[src/sv/mcpf_pkg.sv]
// Shared types, sizes and codes of the multi-channel pipe FIFO.
// Used by the pipe table, the top module and the testbench; depends on nothing.
`timescale 1ns / 1ps

package mcpf_pkg;

    // Sizing of the pipe set
    localparam int NUM_PIPES  = 8;
    localparam int PIPE_DEPTH = 256;
    localparam int WORD_BITS  = 16;

    localparam int PIPE_BITS  = (NUM_PIPES > 1) ? $clog2(NUM_PIPES) : 1;
    localparam int PIPE_SLOTS = 2 ** PIPE_BITS;
    localparam int PTR_BITS   = $clog2(PIPE_DEPTH);
    localparam int CNT_BITS   = $clog2(PIPE_DEPTH + 1);
    localparam int SUM_BITS   = CNT_BITS + 1;
    localparam int ADDR_BITS  = PIPE_BITS + PTR_BITS;
    localparam int SEL_CMP_BITS = 8;

    // Fixed field widths
    localparam int KIND_BITS   = 3;
    localparam int SEL_BITS    = 3;
    localparam int DWORD_BITS  = 16;
    localparam int STATUS_BITS = 2;

    // Operation codes
    localparam logic [KIND_BITS-1:0] OP_ALLOC    = 3'd0;
    localparam logic [KIND_BITS-1:0] OP_WRITE    = 3'd1;
    localparam logic [KIND_BITS-1:0] OP_READ     = 3'd2;
    localparam logic [KIND_BITS-1:0] OP_CLOSE_RD = 3'd3;
    localparam logic [KIND_BITS-1:0] OP_CLOSE_WR = 3'd4;

    // Status codes
    localparam logic [STATUS_BITS-1:0] ST_OK      = 2'd0;
    localparam logic [STATUS_BITS-1:0] ST_NO_PIPE = 2'd1;
    localparam logic [STATUS_BITS-1:0] ST_FULL    = 2'd2;
    localparam logic [STATUS_BITS-1:0] ST_EMPTY   = 2'd3;

    // Word store access issued by the pipe table
    typedef struct packed {
        logic                 wr_en;
        logic                 rd_en;
        logic [ADDR_BITS-1:0] addr;
        logic [WORD_BITS-1:0] wdata;
    } mem_req_t;

    // Per-item outcome handed to the result stage
    typedef struct packed {
        logic [STATUS_BITS-1:0] status;
        logic [SEL_BITS-1:0]    index;
        logic                   rd_ok;
    } op_res_t;

endpackage

[src/sv/mcpf_pipe_ctrl.sv]
// Pipe table: pointers, fill counts and end flags of every pipe.
// Decides each operation and issues the word store access; uses mcpf_pkg.
`timescale 1ns / 1ps

module mcpf_pipe_ctrl
    import mcpf_pkg::*;
(
    input  logic                  aclk,
    input  logic                  aresetn,
    input  logic                  op_valid,
    input  logic [KIND_BITS-1:0]  kind,
    input  logic [SEL_BITS-1:0]   pipe_sel,
    input  logic [DWORD_BITS-1:0] word_in,
    output mem_req_t              mem_req,
    output op_res_t               op_res
);

    logic [PTR_BITS-1:0] rp_reg      [PIPE_SLOTS];
    logic [CNT_BITS-1:0] fill_reg    [PIPE_SLOTS];
    logic [PIPE_SLOTS-1:0] in_use_reg;
    logic [PIPE_SLOTS-1:0] rd_open_reg;
    logic [PIPE_SLOTS-1:0] wr_open_reg;

    logic                  sel_ok;
    logic [PIPE_BITS-1:0]  sel_idx;
    logic [PTR_BITS-1:0]   cur_rp;
    logic [CNT_BITS-1:0]   cur_fill;
    logic                  cur_rd_open;
    logic                  cur_wr_open;
    logic                  free_found;
    logic [PIPE_BITS-1:0]  free_idx;
    logic [SUM_BITS-1:0]   pos_sum;
    logic [PTR_BITS-1:0]   wr_pos;
    logic [PTR_BITS-1:0]   rp_inc;
    logic                  do_alloc;
    logic                  do_write;
    logic                  do_read;
    logic                  do_close_rd;
    logic                  do_close_wr;

    // Look up the addressed pipe
    assign sel_ok      = SEL_CMP_BITS'(pipe_sel) < SEL_CMP_BITS'(NUM_PIPES);
    assign sel_idx     = PIPE_BITS'(pipe_sel);
    assign cur_rp      = rp_reg[sel_idx];
    assign cur_fill    = fill_reg[sel_idx];
    assign cur_rd_open = sel_ok & rd_open_reg[sel_idx];
    assign cur_wr_open = sel_ok & wr_open_reg[sel_idx];

    // Find the lowest free pipe
    always_comb begin
        free_found = 1'b0;
        free_idx   = '0;
        for (int p = NUM_PIPES - 1; p >= 0; p--) begin
            if (!in_use_reg[p]) begin
                free_found = 1'b1;
                free_idx   = PIPE_BITS'(p);
            end
        end
    end

    // Ring positions: write slot is read pointer plus fill, wrapped once
    assign pos_sum = SUM_BITS'(cur_rp) + SUM_BITS'(cur_fill);
    assign wr_pos  = (pos_sum >= SUM_BITS'(PIPE_DEPTH))
                   ? PTR_BITS'(pos_sum - SUM_BITS'(PIPE_DEPTH))
                   : PTR_BITS'(pos_sum);
    assign rp_inc  = (cur_rp == PTR_BITS'(PIPE_DEPTH - 1)) ? '0 : cur_rp + PTR_BITS'(1);

    // Decide the operation
    always_comb begin
        do_alloc       = 1'b0;
        do_write       = 1'b0;
        do_read        = 1'b0;
        do_close_rd    = 1'b0;
        do_close_wr    = 1'b0;
        op_res.status  = ST_OK;
        op_res.index   = pipe_sel;
        op_res.rd_ok   = 1'b0;
        case (kind)
            OP_ALLOC: begin
                op_res.index = free_found ? SEL_BITS'(free_idx) : '0;
                if (free_found) begin
                    do_alloc = op_valid;
                end else begin
                    op_res.status = ST_NO_PIPE;
                end
            end
            OP_WRITE: begin
                if (!cur_wr_open || cur_fill >= CNT_BITS'(PIPE_DEPTH)) begin
                    op_res.status = ST_FULL;
                end else begin
                    do_write = op_valid;
                end
            end
            OP_READ: begin
                if (!cur_rd_open || cur_fill == '0) begin
                    op_res.status = ST_EMPTY;
                end else begin
                    do_read      = op_valid;
                    op_res.rd_ok = 1'b1;
                end
            end
            OP_CLOSE_RD: begin
                do_close_rd = op_valid & cur_rd_open;
            end
            OP_CLOSE_WR: begin
                do_close_wr = op_valid & cur_wr_open;
            end
            default: begin
                op_res.status = ST_OK;
            end
        endcase
    end

    // Word store access for the addressed pipe
    assign mem_req.wr_en = do_write;
    assign mem_req.rd_en = do_read;
    assign mem_req.addr  = do_write ? {sel_idx, wr_pos} : {sel_idx, cur_rp};
    assign mem_req.wdata = WORD_BITS'(word_in);

    // Update the pipe table
    always_ff @(posedge aclk) begin
        if (!aresetn) begin
            for (int p = 0; p < PIPE_SLOTS; p++) begin
                rp_reg[p]   <= '0;
                fill_reg[p] <= '0;
            end
            in_use_reg  <= '0;
            rd_open_reg <= '0;
            wr_open_reg <= '0;
        end else begin
            if (do_alloc) begin
                rp_reg[free_idx]      <= '0;
                fill_reg[free_idx]    <= '0;
                in_use_reg[free_idx]  <= 1'b1;
                rd_open_reg[free_idx] <= 1'b1;
                wr_open_reg[free_idx] <= 1'b1;
            end
            if (do_write) begin
                fill_reg[sel_idx] <= cur_fill + CNT_BITS'(1);
            end
            if (do_read) begin
                rp_reg[sel_idx]   <= rp_inc;
                fill_reg[sel_idx] <= cur_fill - CNT_BITS'(1);
            end
            // Release the pipe once both ends are closed
            if (do_close_rd) begin
                rd_open_reg[sel_idx] <= 1'b0;
                if (!cur_wr_open) begin
                    in_use_reg[sel_idx] <= 1'b0;
                end
            end
            if (do_close_wr) begin
                wr_open_reg[sel_idx] <= 1'b0;
                if (!cur_rd_open) begin
                    in_use_reg[sel_idx] <= 1'b0;
                end
            end
        end
    end

endmodule

[config.mk]
export PLATFORM = sky130hd
export DESIGN_NAME = mcpf_pipe_ctrl
export DESIGN_NICKNAME = d
export VERILOG_FILES = /design/src/sv/mcpf_pkg.sv /design/src/sv/mcpf_pipe_ctrl.sv
export SDC_FILE = /design/constraint.sdc
export NUM_CORES = 1
export LEC_CHECK = 0
export BUFFER_PORTS_ARGS = -buffer_cell sky130_fd_sc_hd__buf_4
export CORE_MARGIN = 2
export CORE_UTILIZATION = 55
export DETAILED_ROUTE_END_ITERATION = 6
export PLACE_DENSITY = 0.74
export REMOVE_ABC_BUFFERS = 1
export SYNTH_ARGS = -nofsm -noshare
export SYNTH_HDL_FRONTEND = slang
export SYNTH_SLANG_ARGS = --single-unit
[constraint.sdc]
create_clock -name aclk -period 6.9 [get_ports aclk]
set_clock_uncertainty 0.1 [all_clocks]
set_input_delay 0.69 -clock aclk [delete_from_list [all_inputs] [get_ports aclk]]
set_output_delay 0.69 -clock aclk [all_outputs]
set_load 0.01 [all_outputs]
Word level (Yosys, flattened, before mapping)
Memory sizes are Yosys's and may differ from the RTL's.
Cells that the tools add are included.
{ "totals": {"register_bits": 24, "latchBits": 0, "ram_bits": 136, "rom_bits": 0, "inputBits": 25, "output_inout_bits": 35, "wordCells": 123, "mem_count": 2} }
{ "op_classes": {"n_addsub": 5, "n_mul": 0, "div_mod_pow": 0, "order_cmp": 6, "n_eq_ne": 5, "shift": 0, "mux": 79, "n_bitwise": 11, "n_reduce_logical": 12} }
{ "mem_list": {"columns": ["memory", "depth", "word_bits", "rd", "rd_clocked_by_memory_dff", "write_ports", "line_no", "rtl"], "rows": [
  ["fill_reg", 8, 9, 1, 0, 8, "mcpf_pipe_ctrl.sv:19", "logic [CNT_BITS-1:0] fill_reg [PIPE_SLOTS];"],
  ["rp_reg", 8, 8, 1, 0, 8, "mcpf_pipe_ctrl.sv:18", "logic [PTR_BITS-1:0] rp_reg [PIPE_SLOTS];"]
]} }
{ "ops": {"columns": ["operator", "count"], "rows": [
  ["8-bit two-way mux", 18],
  ["3-bit two-way mux", 14],
  ["1-bit two-way mux", 37],
  ["8-bit bitwise AND", 4],
  ["9-bit two-way mux", 3],
  ["8-bit OR", 3],
  ["9-bit OR reduction", 2],
  ["8-bit OR reduction", 2],
  ["8-bit by 9-bit adder with 10-bit output", 1],
  ["10-bit by 9-bit greater-or-equal comparator with 1-bit output, second input constant", 1],
  ["9-bit by 1-bit adder with 9-bit output, second input constant", 1],
  ["9-bit greater-or-equal comparator, second input constant", 1],
  ["9-bit logical NOT", 1],
  ["9-bit by 1-bit subtractor with 9-bit output, second input constant", 1],
  ["8-bit by 1-bit adder with 8-bit output, second input constant", 1],
  ["8-bit == test, second input constant", 1],
  ["3-bit by 4-bit < comparator with 1-bit output, second input constant", 2],
  ["8-bit inverter", 1],
  ["8-bit by 1-bit subtractor with 8-bit output, second input constant", 1],
  ["1-bit binary-select mux with 3-bit select", 2],
  ["1-bit demux with 3-bit select", 2],
  ["3-bit by 2-bit == test with 1-bit output, second input constant", 2],
  ["3-bit by 1-bit greater-or-equal comparator with 1-bit output, second input constant", 2],
  ["2-bit one-hot mux with 3 select lines", 1],
  ["9 further kinds", 14]
]} }

Depth between registers and ports, before layout
{ "depth": {"ltp_word": 22, "mapped_depth": 18, "ltp_nobuf": 16} }

Worst setup path before layout
OpenSTA, ideal clock, no wires.
{ "synth_path": {"kind": "input -> output", "from": "input port pipe_sel[0]", "to": "output port mem_req[23] in the netlist's numbering", "t_arrival_ps": 3781, "t_required_ps": 6110, "path_slack_ps": 2329, "stages": 16, "path_cell_list": "buf_6 buf_2 buf_4 buf_2 buf_2 mux4_2 nand2_1 nand2_1 ha_1 a21oi_1 o21bai_1 a21oi_1 o21ai_0 xnor2_1 nor2_1 xnor2_1"} }
{ "synth_rtl": {"columns": ["element", "line_no", "rtl"], "rows": [
  ["start, declared", "mcpf_pipe_ctrl.sv:12", "input logic [SEL_BITS-1:0] pipe_sel,"],
  ["end, declared", "mcpf_pipe_ctrl.sv:14", "output mem_req_t mem_req,"]
]} }

==> results.md <==
- CTS resizes: 0
- Top delay family on crit path: compound AO/OA/AOI/OAI gates
- Most frequent cells in the layout: nor2_1 (153), edfxtp_1 (136), nand2_1 (79)
- DRT Pass-1 Iters: 5
- CP arrival: 4540 ps
- P_int: 1.68 mW
- CTS tree: yes
- Synth Area in Compound Gates: 0.130
- Multiplexer share of the synthesized area: 0.0963
- Clk_lat worst skew: 450 ps
- Area grow syn2layout: 9.46%
- Pin count of the biggest net entering global routing: 60
- Synthesized cell area: 8740 sq um
- Tmin final: 5330 ps
- CP max stage delay: ~600 ps
- Vias per cell: 6.65
- #FFs+latches synth: 160
- Crit-path cells: buf_4, buf_4, nor2b_1, a22o_1, a222oi_1, inv_1, ha_1, a21oi_1, o21bai_1, a21oi_1, o21ai_0, xnor2_1, nor2_1, xnor2_1, buf_4
- Synth Area in Adders: 0.0223
- Placed Cells: around 980
- RSZ-0062 raised after global routing: false
- Worst path slowest cell: a222oi_1
- Xor/xnor cell area share of the yosys netlist: 0.0162
- Worst slew pin tran: just under 1000 ps
- Syn Inst Count: slightly below 800
- GRT overflow: 0
- Critical path endpoint category: output pin
- Final setup viols: 0
- Peak supply drop: 0.195 mV
- Clock sink total: 160
- Finished Layout Cells: 1011
- Starting Density: 0.556
- Post-CTS setup buffer count: 0
- Total wire length: 24600 um
- Routed length per instance: between 20 and 25 um
- Die footprint: 16900 sq um
- Max Fclk: about 190 MHz
- Vias in the first global route: around 6300
- DR vias: 6728
- Die Wd: 130 um
- Most common cell after layout, fill and taps aside: nor2_1
- Fill cell count: 1233
- Largest family of logic cells by synthesized area: simple AND/OR/NAND/NOR gates
- Net Sw Frac: 0.268
- Root Driver: clkbuf_16
- Share of layout cells above drive strength 1: 0.190
- CTS Hold Buffers Added: 0
- Max-slew violations: 0
- Bufs and invs on worst path: 4
- Sum Neg Setup Slack: 0 ps
- Sw power: 0.616 mW
- Core area: 15700 sq um
- Avg Cell Area, Syn: 11.2 sq um
- Synth unique cells: 76
- H-tree depth: 4
- Total CTS buffers: 17
- Fin. Hold Viols: 0
- Clk slew on worst S/H paths: 70 ps
- Max-slew headroom: 0.347
- Final nets: 822
- WS Path Type: in -> out
- DRT antenna net count: 0
- First DRT Iteration DRCs: 985
- Logic pwr share: 0.104
- Leak: 3.40 nW
- Total track usage: 0.302
- Yosys warnings: 0
- Worst setup SP type: input pin
- Crit share post-route: 0.773
- Critical Path RT: 6110 ps
- # DRC: 0
- Diodes inserted: 0
- Simple-gate share of the synthesized area: 0.167
- Seq/Total Area, Yosys: 0.522
- DP HPWL: 17200 um
- Largest register FFs: just over 70
- Pwr dens: about 240 nW/um^2
- Clock buffer depth: 2
- RD Place Congestion: around 1
- Core Rows: 46
- I/O pin count: 60
- Port Buffer Count: 27
- Reg power frac: 0.472
- Max capacitance violation total: 0
- Status: finished clean
- Crit Path Max Fanout: 33
- Hold WC Path Type: reg -> reg
- Clk pwr share: 0.424
- Asr flop ratio synth: 0
- Most used cell along the critical path: buf_4
- First-pass GRT wire length: about 37000 um
- Post-synth EDFFs: roughly 140
- Post-synth top flop: edfxtp_1
- Die span in y: 130 um
- Initial antenna violation count: 0
## power by group through the flow
stage | combinational (mW) | clock (mW) | sequential, mW
5_1_grt | 0.255 | 1.01 | 1.09
2_1_floorplan | 0.143 | 0 | 1.10
4_1_cts | 0.236 | 0.976 | 1.09
3_3_place_gp | 0.228 | 0 | 1.10
6_report | 0.240 | 0.975 | 1.09
3_5_place_dp | 0.234 | 0 | 1.11
## routing by layer
metal / vias up / track usage / part of all wire
met2: 491 / 0.468 / 0.47
met4: 0 / 0.122 / 0.032
met1: 3245 / 0.413 / 0.39
met3: 76 / 0.0763 / 0.11
met5: - / 0 / 0
li1: 2916 / - / -
## final timing paths
path | start | to | slack [ps] | cells past startpoint
worst max register to register | fill_reg[1][1] | fill_reg[2][5] | 2170 | 12
worst min-delay path | wr_open_reg[4] | wr_open_reg[4] | 440 | 1
worst max-delay path | pipe_sel[0] | mem_req[23] | 1570 | 15
worst min register to register | wr_open_reg[4] | wr_open_reg[4] | 440 | 1
## Yosys cell counts (4+ instances only)
master | n | area (sq um)
ha_1 | 14 | 175
mux2_2 | 12 | 135
nor2_1 | 153 | 574
or4_1 | 4 | 30.0
and3_1 | 4 | 25.0
o21a_1 | 4 | 30.0
a22oi_1 | 4 | 30.0
o211ai_1 | 7 | 52.6
nor2b_1 | 6 | 37.5
xnor2_1 | 9 | 78.8
clkbuf_1 | 21 | 78.8
o221a_2 | 22 | 248
a31oi_1 | 6 | 37.5
edfxtp_1 | 136 | 4080
a21o_1 | 4 | 30.0
nand2b_1 | 7 | 43.8
nand3_1 | 16 | 80.1
or2_2 | 4 | 25.0
a221oi_1 | 6 | 52.6
and2_1 | 7 | 43.8
nor3b_1 | 4 | 30.0
or4b_2 | 5 | 50.1
o21ai_0 | 15 | 75.1
dfxtp_1 | 24 | 480
mux4_2 | 23 | 518
nor3_1 | 20 | 100
a21oi_1 | 21 | 105
o221ai_1 | 4 | 35.0
nor4_1 | 9 | 56.3
xor2_1 | 4 | 35.0
inv_1 | 22 | 82.6
or3_1 | 5 | 31.3
buf_4 | 22 | 165
buf_2 | 9 | 45.0
mux2i_1 | 14 | 140
nand2_1 | 79 | 297
## kinds of logic (layout without fill, tap and decap cells)
group | after synthesis | count (layout)
xor+xnor | 14 | 14
fa+ha+maj | 15 | 15
mux | 51 | 51
flops | 160 | 160
buf+inv | 80 | 91
compound gates | 137 | 137
simple gates | 327 | 327
## layout make-up
type	count	area (sq um)	area share
clock buffer	17	425	0.0445
multi-input combinational	544	3770	0.394
timing repair buffer	35	263	0.0275
sequential	160	4560	0.477
clock inverter	15	188	0.0196
tap	216	270	0.0282
inverter	24	90.1	0.00941
## per-stage QoR
step	utilization	hold slack (ps)	area, sq um	power (mW)	setup WS, ps
6_report	0.609	442	9570	2.30	1570
5_1_grt	0.609	452	9570	2.35	1240
4_1_cts	0.609	433	9570	2.30	1580
3_5_place_dp	0.570	413	8960	1.34	1330
3_3_place_gp	0.570	418	8960	1.33	1480
2_1_floorplan	-	392	8420	1.24	2300
## worst reg2reg max path, stage by stage (launching register included)
cell	delay, ps
edfxtp_1	400
mux4_1	510
mux2i_1	380
nand2_1	90
or4_4	590
o21ai_4	340
inv_2	200
ha_1	370
a21boi_0	180
o21ai_0	330
mux2_2	400
o211ai_1	440
nor2_1	110
Note: power is estimated with default switching activity, not from simulation.
